<file path="config.mk">
export PLATFORM = sky130hd
export DESIGN_NAME = srhc_div
export DESIGN_NICKNAME = d
export VERILOG_FILES = /design/src/rtl/srhc_div.sv
export SDC_FILE = /design/constraint.sdc
export NUM_CORES = 2
export LEC_CHECK = 0
export ABC_AREA = 1
export BUFFER_PORTS_ARGS = -buffer_cell sky130_fd_sc_hd__buf_2
export CORE_MARGIN = 1
export CORE_UTILIZATION = 30
export CTS_BUF_LIST = sky130_fd_sc_hd__clkbuf_8 sky130_fd_sc_hd__clkbuf_16
export CTS_CLUSTER_DIAMETER = 50
export DETAILED_ROUTE_END_ITERATION = 10
export GPL_ROUTABILITY_DRIVEN = 0
export PLACE_DENSITY = 0.43
export SYNTH_ARGS = -nofsm -noshare
export SYNTH_HDL_FRONTEND = slang
export SYNTH_SLANG_ARGS = --single-unit
</file>
<file path="constraint.sdc">
create_clock -name clk -period 2.85 [get_ports clk]
set_input_delay 0.1425 -clock clk [delete_from_list [all_inputs] [get_ports clk]]
set_output_delay 0.1425 -clock clk [all_outputs]
set_load 0.005 [all_outputs]
</file>
<file path="src/rtl/srhc_div.sv">
module srhc_div #(
    parameter int Q_W       = 33,
    parameter int FRAC_BITS = 16
) (
    input  logic                                  clk,
    input  logic                                  en,
    input  logic signed [Q_W-1:0]                 q,
    input  logic signed [Q_W-1:0]                 p,
    output logic signed [FRAC_BITS+3-1:0]         t
);

    localparam int MAG_W = Q_W;
    localparam int R_W   = MAG_W + 1;
    localparam int RES_W = FRAC_BITS + 1;
    localparam int T_W   = FRAC_BITS + 3;
    localparam logic [RES_W-1:0] SAT_VAL = RES_W'((64'd1 << FRAC_BITS) + 64'd1);

    logic [MAG_W-1:0] aq_reg, ap_reg;
    logic             nega_reg;

    logic [MAG_W-1:0] rem_reg [0:FRAC_BITS];
    logic [RES_W-1:0] res_reg [0:FRAC_BITS];
    logic [MAG_W-1:0] dv_reg  [0:FRAC_BITS];
    logic             neg_reg [0:FRAC_BITS];
    logic             sat_reg [0:FRAC_BITS];

    logic signed [T_W-1:0] t_reg;

    logic [MAG_W-1:0] aq_next, ap_next;
    logic             ip;
    logic [RES_W-1:0] mag_fin;
    logic signed [T_W-1:0] t_next;

    // Take magnitudes and the quotient sign
    always_comb
    begin
        aq_next = q[Q_W-1] ? MAG_W'(-q) : MAG_W'(q);
        ap_next = p[Q_W-1] ? MAG_W'(-p) : MAG_W'(p);
        ip      = (aq_reg >= ap_reg);
    end

    always_ff @(posedge clk)
    begin
        if (en)
        begin
            aq_reg   <= aq_next;
            ap_reg   <= ap_next;
            nega_reg <= q[Q_W-1] ^ p[Q_W-1];
        end
    end

    // Integer bit and early saturation
    always_ff @(posedge clk)
    begin
        if (en)
        begin
            sat_reg[0] <= ({1'b0, aq_reg} >= {ap_reg, 1'b0});
            rem_reg[0] <= ip ? (aq_reg - ap_reg) : aq_reg;
            res_reg[0] <= RES_W'(ip);
            dv_reg[0]  <= ap_reg;
            neg_reg[0] <= nega_reg;
        end
    end

    // One restoring step per stage
    for (genvar i = 0; i < FRAC_BITS; i++)
    begin : g_step
        logic [R_W-1:0] r2;
        logic           ge;
        always_comb
        begin
            r2 = {rem_reg[i], 1'b0};
            ge = (r2 >= {1'b0, dv_reg[i]});
        end
        always_ff @(posedge clk)
        begin
            if (en)
            begin
                rem_reg[i+1] <= ge ? MAG_W'(r2 - {1'b0, dv_reg[i]}) : MAG_W'(r2);
                res_reg[i+1] <= {res_reg[i][RES_W-2:0], ge};
                dv_reg[i+1]  <= dv_reg[i];
                neg_reg[i+1] <= neg_reg[i];
                sat_reg[i+1] <= sat_reg[i];
            end
        end
    end

    // Saturate and apply the sign
    always_comb
    begin
        if (sat_reg[FRAC_BITS] || (res_reg[FRAC_BITS] > SAT_VAL))
            mag_fin = SAT_VAL;
        else
            mag_fin = res_reg[FRAC_BITS];
        t_next = neg_reg[FRAC_BITS] ? -signed'(T_W'(mag_fin)) : signed'(T_W'(mag_fin));
    end

    always_ff @(posedge clk)
    begin
        if (en)
            t_reg <= t_next;
    end

    assign t = t_reg;

endmodule

</file>
# == After elaboration in Yosys (flattened, before gate mapping) ==
# Memories as Yosys holds them, arrays and structs flattened.
# Index checks and enable logic that the tools add are counted.
# totals
output_inout_bits,19
mem_count,5
in_bits,68
register_bits,86
ram_bits,1445
# classes
bitwise_logic,1
n_mux,23
n_reduce_logical,1
addsub,20
order_cmp,19
# memory_table
name,depth,width,read_ports,rd_ports_with_merged_regs,write_ports,line_no,source
dv_reg,17,33,16,0,17,23,logic [MAG_W-1:0] dv_reg [0:FRAC_BITS];
rem_reg,17,33,16,0,17,21,logic [MAG_W-1:0] rem_reg [0:FRAC_BITS];
res_reg,17,17,17,0,17,22,logic [RES_W-1:0] res_reg [0:FRAC_BITS];
neg_reg,17,1,17,0,17,24,logic neg_reg [0:FRAC_BITS];
sat_reg,17,1,17,0,17,25,logic sat_reg [0:FRAC_BITS];
# op_table
cell,n
33-bit two-way mux,17
33-bit subtractor,17
34-bit by 33-bit >= comparator with 1-bit output,16
33-bit negator,2
32-bit two-way mux,2
33-bit by 34-bit >= comparator with 1-bit output,1
17-bit two-way mux,2
33-bit >= comparator,1
17-bit negator with 19-bit output,1
17-bit greater-than comparator (second input constant),1
1-bit two-way mux,2
1-bit logical OR,1
1-bit bitwise XOR,1

# == Depth between registers and ports, before layout ==
# An unclocked memory read counts as a cell.
# depth
depth_word,6
mapped_depth,16
mapped_depth_nobuf,15

# == Worst setup path after synthesis ==
# Ideal clock, no wire load.
# synth_path
path_kind,register -> register
start,register ap_reg[0]
end,"memory rem_reg[0][22] (netlist name), data pin"
setup_time_ps,252
stages_incl_launch_ff,11
slack_ps,657
arrival_ps,1940
path_buffers,0
path_cell_list,edfxtp_1 -> ha_1 -> fa_1 -> nor3_1 -> nor2_1 -> o21ai_0 -> nand3_1 -> nand2_1 -> nand2_1 -> nand3_2 -> nand2_1
# synth_rtl
element,line_no,source
from (decl),18,"logic [MAG_W-1:0] aq_reg, ap_reg;"
from (signal assigned),47,ap_reg <= ap_next;
to (decl),21,

==> metrics.txt <==
# TYPE chip_impl_metric gauge
chip_impl_info{name="outcome",value="complete, no violations"} 1
chip_impl_metric{name="max_slew_margin",unit="%"} 36.2
chip_impl_metric{name="worstSetupPathDepth",unit=""} 13
chip_impl_metric{name="period_share",unit="%"} 97.3
chip_impl_metric{name="path_max_fanout",unit=""} 31
chip_impl_metric{name="synth_top_cell_area_share",unit="%"} 45.9
chip_impl_info{name="dominantRegCellSynth",value="sky130_fd_sc_hd__edfxtp_1"} 1
chip_impl_metric{name="grt_pass1_wl",unit="um"} 453000
chip_impl_metric{name="fp.dieArea",unit="um^2"} 292000
chip_impl_metric{name="final-max-slew-violation-count",unit=""} 0
chip_impl_info{name="synth_top_cell_by_area",value="sky130_fd_sc_hd__edfxtp_1"} 1
chip_impl_info{name="min_from",value="q[0]"} 1
chip_impl_metric{name="worst_setup_hold_path_clk_slew",unit="ns"} 0.06
chip_impl_metric{name="drt-vias-per-instance",unit=""} 4.89
chip_impl_metric{name="gr-total-overflow",unit=""} 0
chip_impl_metric{name="rows",unit=""} 197
chip_impl_info{name="cp-start-kind",value="flop"} 1
chip_impl_metric{name="area_growth_from_synthesis_to_layout",unit="%"} 19.2
chip_impl_metric{name="number_of_global_route_vias_before_repair",unit=""} 72100
chip_impl_metric{name="layout.nets",unit=""} 12000
chip_impl_metric{name="dpl-instance-area",unit="um^2"} 95400
chip_impl_metric{name="leakagePower",unit="nW"} 47.5
chip_impl_metric{name="timing_worst_slew_pin_value",unit="ns"} 0.950
chip_impl_info{name="path_common_cell",value="sky130_fd_sc_hd__nand2_1"} 1
chip_impl_info{name="path_cells",value="ha_4, nand2_1, o21ai_2, nand2_1, nand2_1, nand2_1, nand2_1, nand2_1, nand3_2, nand2_4, buf_12, nand3_1, nand2_1"} 1
chip_impl_metric{name="grt_start_max_net_pins",unit=""} 139
chip_impl_metric{name="netlist_area",unit="um^2"} 87000
chip_impl_metric{name="synth-seq-area-share",unit="%"} 45.9
chip_impl_metric{name="synth.net_count",unit=""} 11200
chip_impl_metric{name="r2r_cells",unit=""} 13
chip_impl_metric{name="hold_viol",unit=""} 0
chip_impl_metric{name="die_w",unit="um"} 540
chip_impl_info{name="yosys-top-cells-area",value="sky130_fd_sc_hd__edfxtp_1 46%, sky130_fd_sc_hd__nand2_1 13%, sky130_fd_sc_hd__ha_1 8.6%, sky130_fd_sc_hd__inv_1 6.2%, sky130_fd_sc_hd__nand3_1 5.5%"} 1
chip_impl_metric{name="number_of_synthesized_flops_with_an_enable_pin",unit=""} 1329
chip_impl_metric{name="hpwl",unit="um"} 247000
chip_impl_metric{name="r2r_setup_slack",unit="ns"} 0.08
chip_impl_metric{name="grt_antenna_before_repair",unit=""} 5
chip_impl_info{name="leading_post_synthesis_cells_by_instance_count",value="3,068 x sky130_fd_sc_hd__nand2_1, 1,435 x sky130_fd_sc_hd__inv_1, 1,329 x sky130_fd_sc_hd__edfxtp_1"} 1
chip_impl_metric{name="filler_cell_count",unit=""} 29700
chip_impl_metric{name="multi_input_area",unit="um^2"} 40800
chip_impl_metric{name="routed_wl",unit="um"} 304000
chip_impl_metric{name="detail_route.first_pass.iterations",unit=""} 6
chip_impl_metric{name="achievable-frequency",unit="MHz"} 361
chip_impl_metric{name="worst_skew_pair.late_latency",unit="ns"} 0.91
chip_impl_metric{name="p_per_area",unit="nW/um^2"} 1090
chip_impl_info{name="critical_path.reg2reg.startpoint",value="rem_reg[0][34]"} 1
chip_impl_metric{name="h-tree-depth",unit=""} 4
chip_impl_metric{name="max_cap_viol_count",unit=""} 0
chip_impl_metric{name="critical_path_buf_inv_count",unit=""} 1
chip_impl_metric{name="ff_latch_area",unit="um^2"} 39900
chip_impl_metric{name="route.vias.total",unit=""} 74500
chip_impl_metric{name="preCtsSetupSlack",unit="ns"} -0.169
chip_impl_metric{name="placeableCoreArea",unit="um^2"} 288000
chip_impl_metric{name="clock_path_buffers",unit=""} 4
chip_impl_metric{name="initial_detailed_routing_violation_count",unit=""} 6874
chip_impl_metric{name="ys_async_sr_fraction",unit="%"} 0
chip_impl_info{name="hold-path-endpoint",value="aq_reg[0]"} 1
chip_impl_info{name="clock_tree.root_cell",value="sky130_fd_sc_hd__clkbuf_16"} 1
chip_impl_info{name="crit_type",value="reg -> reg"} 1
chip_impl_metric{name="cts_inserted_buffers",unit=""} 207
chip_impl_metric{name="detail_route.wl_per_cell",unit="um"} 19.9
chip_impl_info{name="timing.critical_path.slowest_stage_cell",value="sky130_fd_sc_hd__edfxtp_1"} 1
chip_impl_metric{name="antenna_left",unit=""} 0
chip_impl_info{name="hold_path_class",value="in -> reg"} 1
chip_impl_metric{name="num_io_pins",unit=""} 87
chip_impl_metric{name="post-route-worst-setup-slack",unit="ns"} 0.0775
chip_impl_metric{name="hold-worst-slack",unit="ns"} 0.103
chip_impl_metric{name="grt.total_usage",unit="%"} 20.3
chip_impl_metric{name="setup-violations-final",unit=""} 0
chip_impl_metric{name="die_h",unit="um"} 540
chip_impl_metric{name="synthesis.area_per_instance",unit="um^2"} 8.25
chip_impl_metric{name="worstPathRequired",unit="ns"} 3.43
chip_impl_metric{name="post-route-drc-count",unit=""} 0
chip_impl_metric{name="timing.final.crit_period",unit="ns"} 2.77
chip_impl_metric{name="clkSinkCount",unit=""} 1329
chip_impl_metric{name="port_buffers",unit=""} 86
chip_impl_metric{name="ys_seq_elements",unit=""} 1329
chip_impl_metric{name="yosys.cell_types.count",unit=""} 54
chip_impl_metric{name="hold_path_depth",unit=""} 2
chip_impl_metric{name="ys.warnings.count",unit=""} 0
chip_impl_metric{name="fin_area",unit="um^2"} 104000
chip_impl_metric{name="arrival",unit="ns"} 3.35
chip_impl_metric{name="clock_skew",unit="ns"} 0.0997
chip_impl_metric{name="critical-path-max-stage-delay",unit="ns"} 0.57
chip_impl_metric{name="total_power",unit="mW"} 113
chip_impl_metric{name="vdd_ir_drop_max",unit="mV"} 0.634
chip_impl_metric{name="start_util",unit="%"} 30.2
chip_impl_metric{name="proportion_of_layout_cells_with_a_drive_suffix_above_1",unit="%"} 9.75
chip_impl_info{name="critical_path.endpoint_type",value="flop"} 1
chip_impl_metric{name="syn-instance-count",unit=""} 10500
chip_impl_info{name="critical-path-top-delay-family",value="simple AND/OR/NAND/NOR gates"} 1
chip_impl_metric{name="final_core_area_utilization",unit="%"} 36.0
chip_impl_info{name="tritoncts",value="built"} 1
chip_impl_info{name="crit-reg2reg-capture",value="rem_reg[0][76]"} 1
chip_impl_info{name="synth.most_common_cell",value="sky130_fd_sc_hd__nand2_1"} 1
## cell families after synthesis
| kind of cell | after synthesis | share of synthesized area, % |
|---|---|---|
| AO/OA/AOI/OAI | 1250 | 7.97 |
| XOR/XNOR | 368 | 3.71 |
| adder cells (fa/ha/maj) | 611 | 8.93 |
| flip-flops | 1329 | 45.9 |
| buffers and inverters | 1616 | 7.50 |
| AND/OR/NAND/NOR | 5369 | 26.0 |
## layout by cell type, fill, tap and decap left out, types with 16 or more instances in the layout
cell type and instances:
sky130_fd_sc_hd__inv_2 25, sky130_fd_sc_hd__nand2_1 3068, sky130_fd_sc_hd__nand3_1 962, sky130_fd_sc_hd__o21ai_1 33, sky130_fd_sc_hd__clkbuf_16 207, sky130_fd_sc_hd__o21ai_0 332, sky130_fd_sc_hd__nor2_2 26, sky130_fd_sc_hd__nand3_2 27
sky130_fd_sc_hd__o21bai_1 66, sky130_fd_sc_hd__clkinv_4 19, sky130_fd_sc_hd__o211ai_1 16, sky130_fd_sc_hd__nor4_1 49, sky130_fd_sc_hd__buf_2 85, sky130_fd_sc_hd__edfxtp_1 1329, sky130_fd_sc_hd__fa_1 16, sky130_fd_sc_hd__o21a_1 41
sky130_fd_sc_hd__dlygate4sd3_1 116, sky130_fd_sc_hd__nor3_1 104, sky130_fd_sc_hd__nand2_4 27, sky130_fd_sc_hd__o21ai_2 18, sky130_fd_sc_hd__a21oi_1 624, sky130_fd_sc_hd__clkinv_1 18, sky130_fd_sc_hd__inv_1 1459, sky130_fd_sc_hd__xnor2_1 77
sky130_fd_sc_hd__inv_6 38, sky130_fd_sc_hd__ha_1 587, sky130_fd_sc_hd__nor2_1 917, sky130_fd_sc_hd__clkinvlp_4 17, sky130_fd_sc_hd__a21o_1 37, sky130_fd_sc_hd__xor2_1 291, sky130_fd_sc_hd__buf_4 416, sky130_fd_sc_hd__nand4_1 101
sky130_fd_sc_hd__nand2_2 16, sky130_fd_sc_hd__buf_12 60, sky130_fd_sc_hd__a31oi_1 18, sky130_fd_sc_hd__clkinv_2 23
## layout make-up
type                    count  share of cell area [%]
clock inverters           175                    1.63
clock buffers             207                    4.99
flip-flops and latches   1329                    38.5
inverters                1462                    5.29
diodes                      2                 0.00483
well taps                3781                    4.56
repair buffers            681                    5.74
multi-input cells        7598                    39.3
## timing repair
| action | in CTS | in global routing |
|---|---|---|
| resized for setup | 3 | 51 |
| hold buffers | 116 | 0 |
| endpoints found under the hold margin | 349 | 0 |
| setup buffers | 0 | 10 |
| pin swaps | 0 | 5 |
| setup endpoints to repair | 37 | 252 |
## layer usage
metal | routed length (um) | share of wire [%] | track usage (%)
met2 | 140000 | 46 | 33.2
met1 | 139000 | 46 | 28.2
met3 | 18300 | 6.0 | 2.83
met5 | 0 | 0 | 0
met4 | 6700 | 2.2 | 4.64
## worst max path at each step
stage,from,end,slack [ns]
final,rem_reg[0][34],rem_reg[0][76],0.08
after global routing,rem_reg[0][34],rem_reg[0][84],-0.006
after CTS,aq_reg[4],rem_reg[0][31],0.01
after detailed placement,dv_reg[0][65],rem_reg[0][94],-0.17
after global placement,dv_reg[0][65],rem_reg[0][94],-0.22
after floorplan,ap_reg[0],rem_reg[0][22],0.66
## per-stage QoR
step | TNS [ns] | std cells
2_1_floorplan | 0 | 10500
3_3_place_gp | -5.21 | 14700
3_5_place_dp | -3.88 | 14700
4_1_cts | 0 | 15200
5_1_grt | -0.0111 | 15200
6_report | 0 | 15200
## power by group
part | switching, mW | internal [mW]
logic | 35.8 | 19.4
clock network | 10.1 | 14.9
registers | 3.89 | 28.7
## worst reg2reg max path, delay by kind of cell, from the launching register on
family / cells / cell delay (ns)
and+or+nand+nor: 10 / 1.14
DFF: 1 / 0.57
adders and majority gates: 1 / 0.38
AOI/OAI and AO/OA: 1 / 0.25
buffers and inverters: 1 / 0.18
No activity file was read; power rests on OpenSTA's default activity.
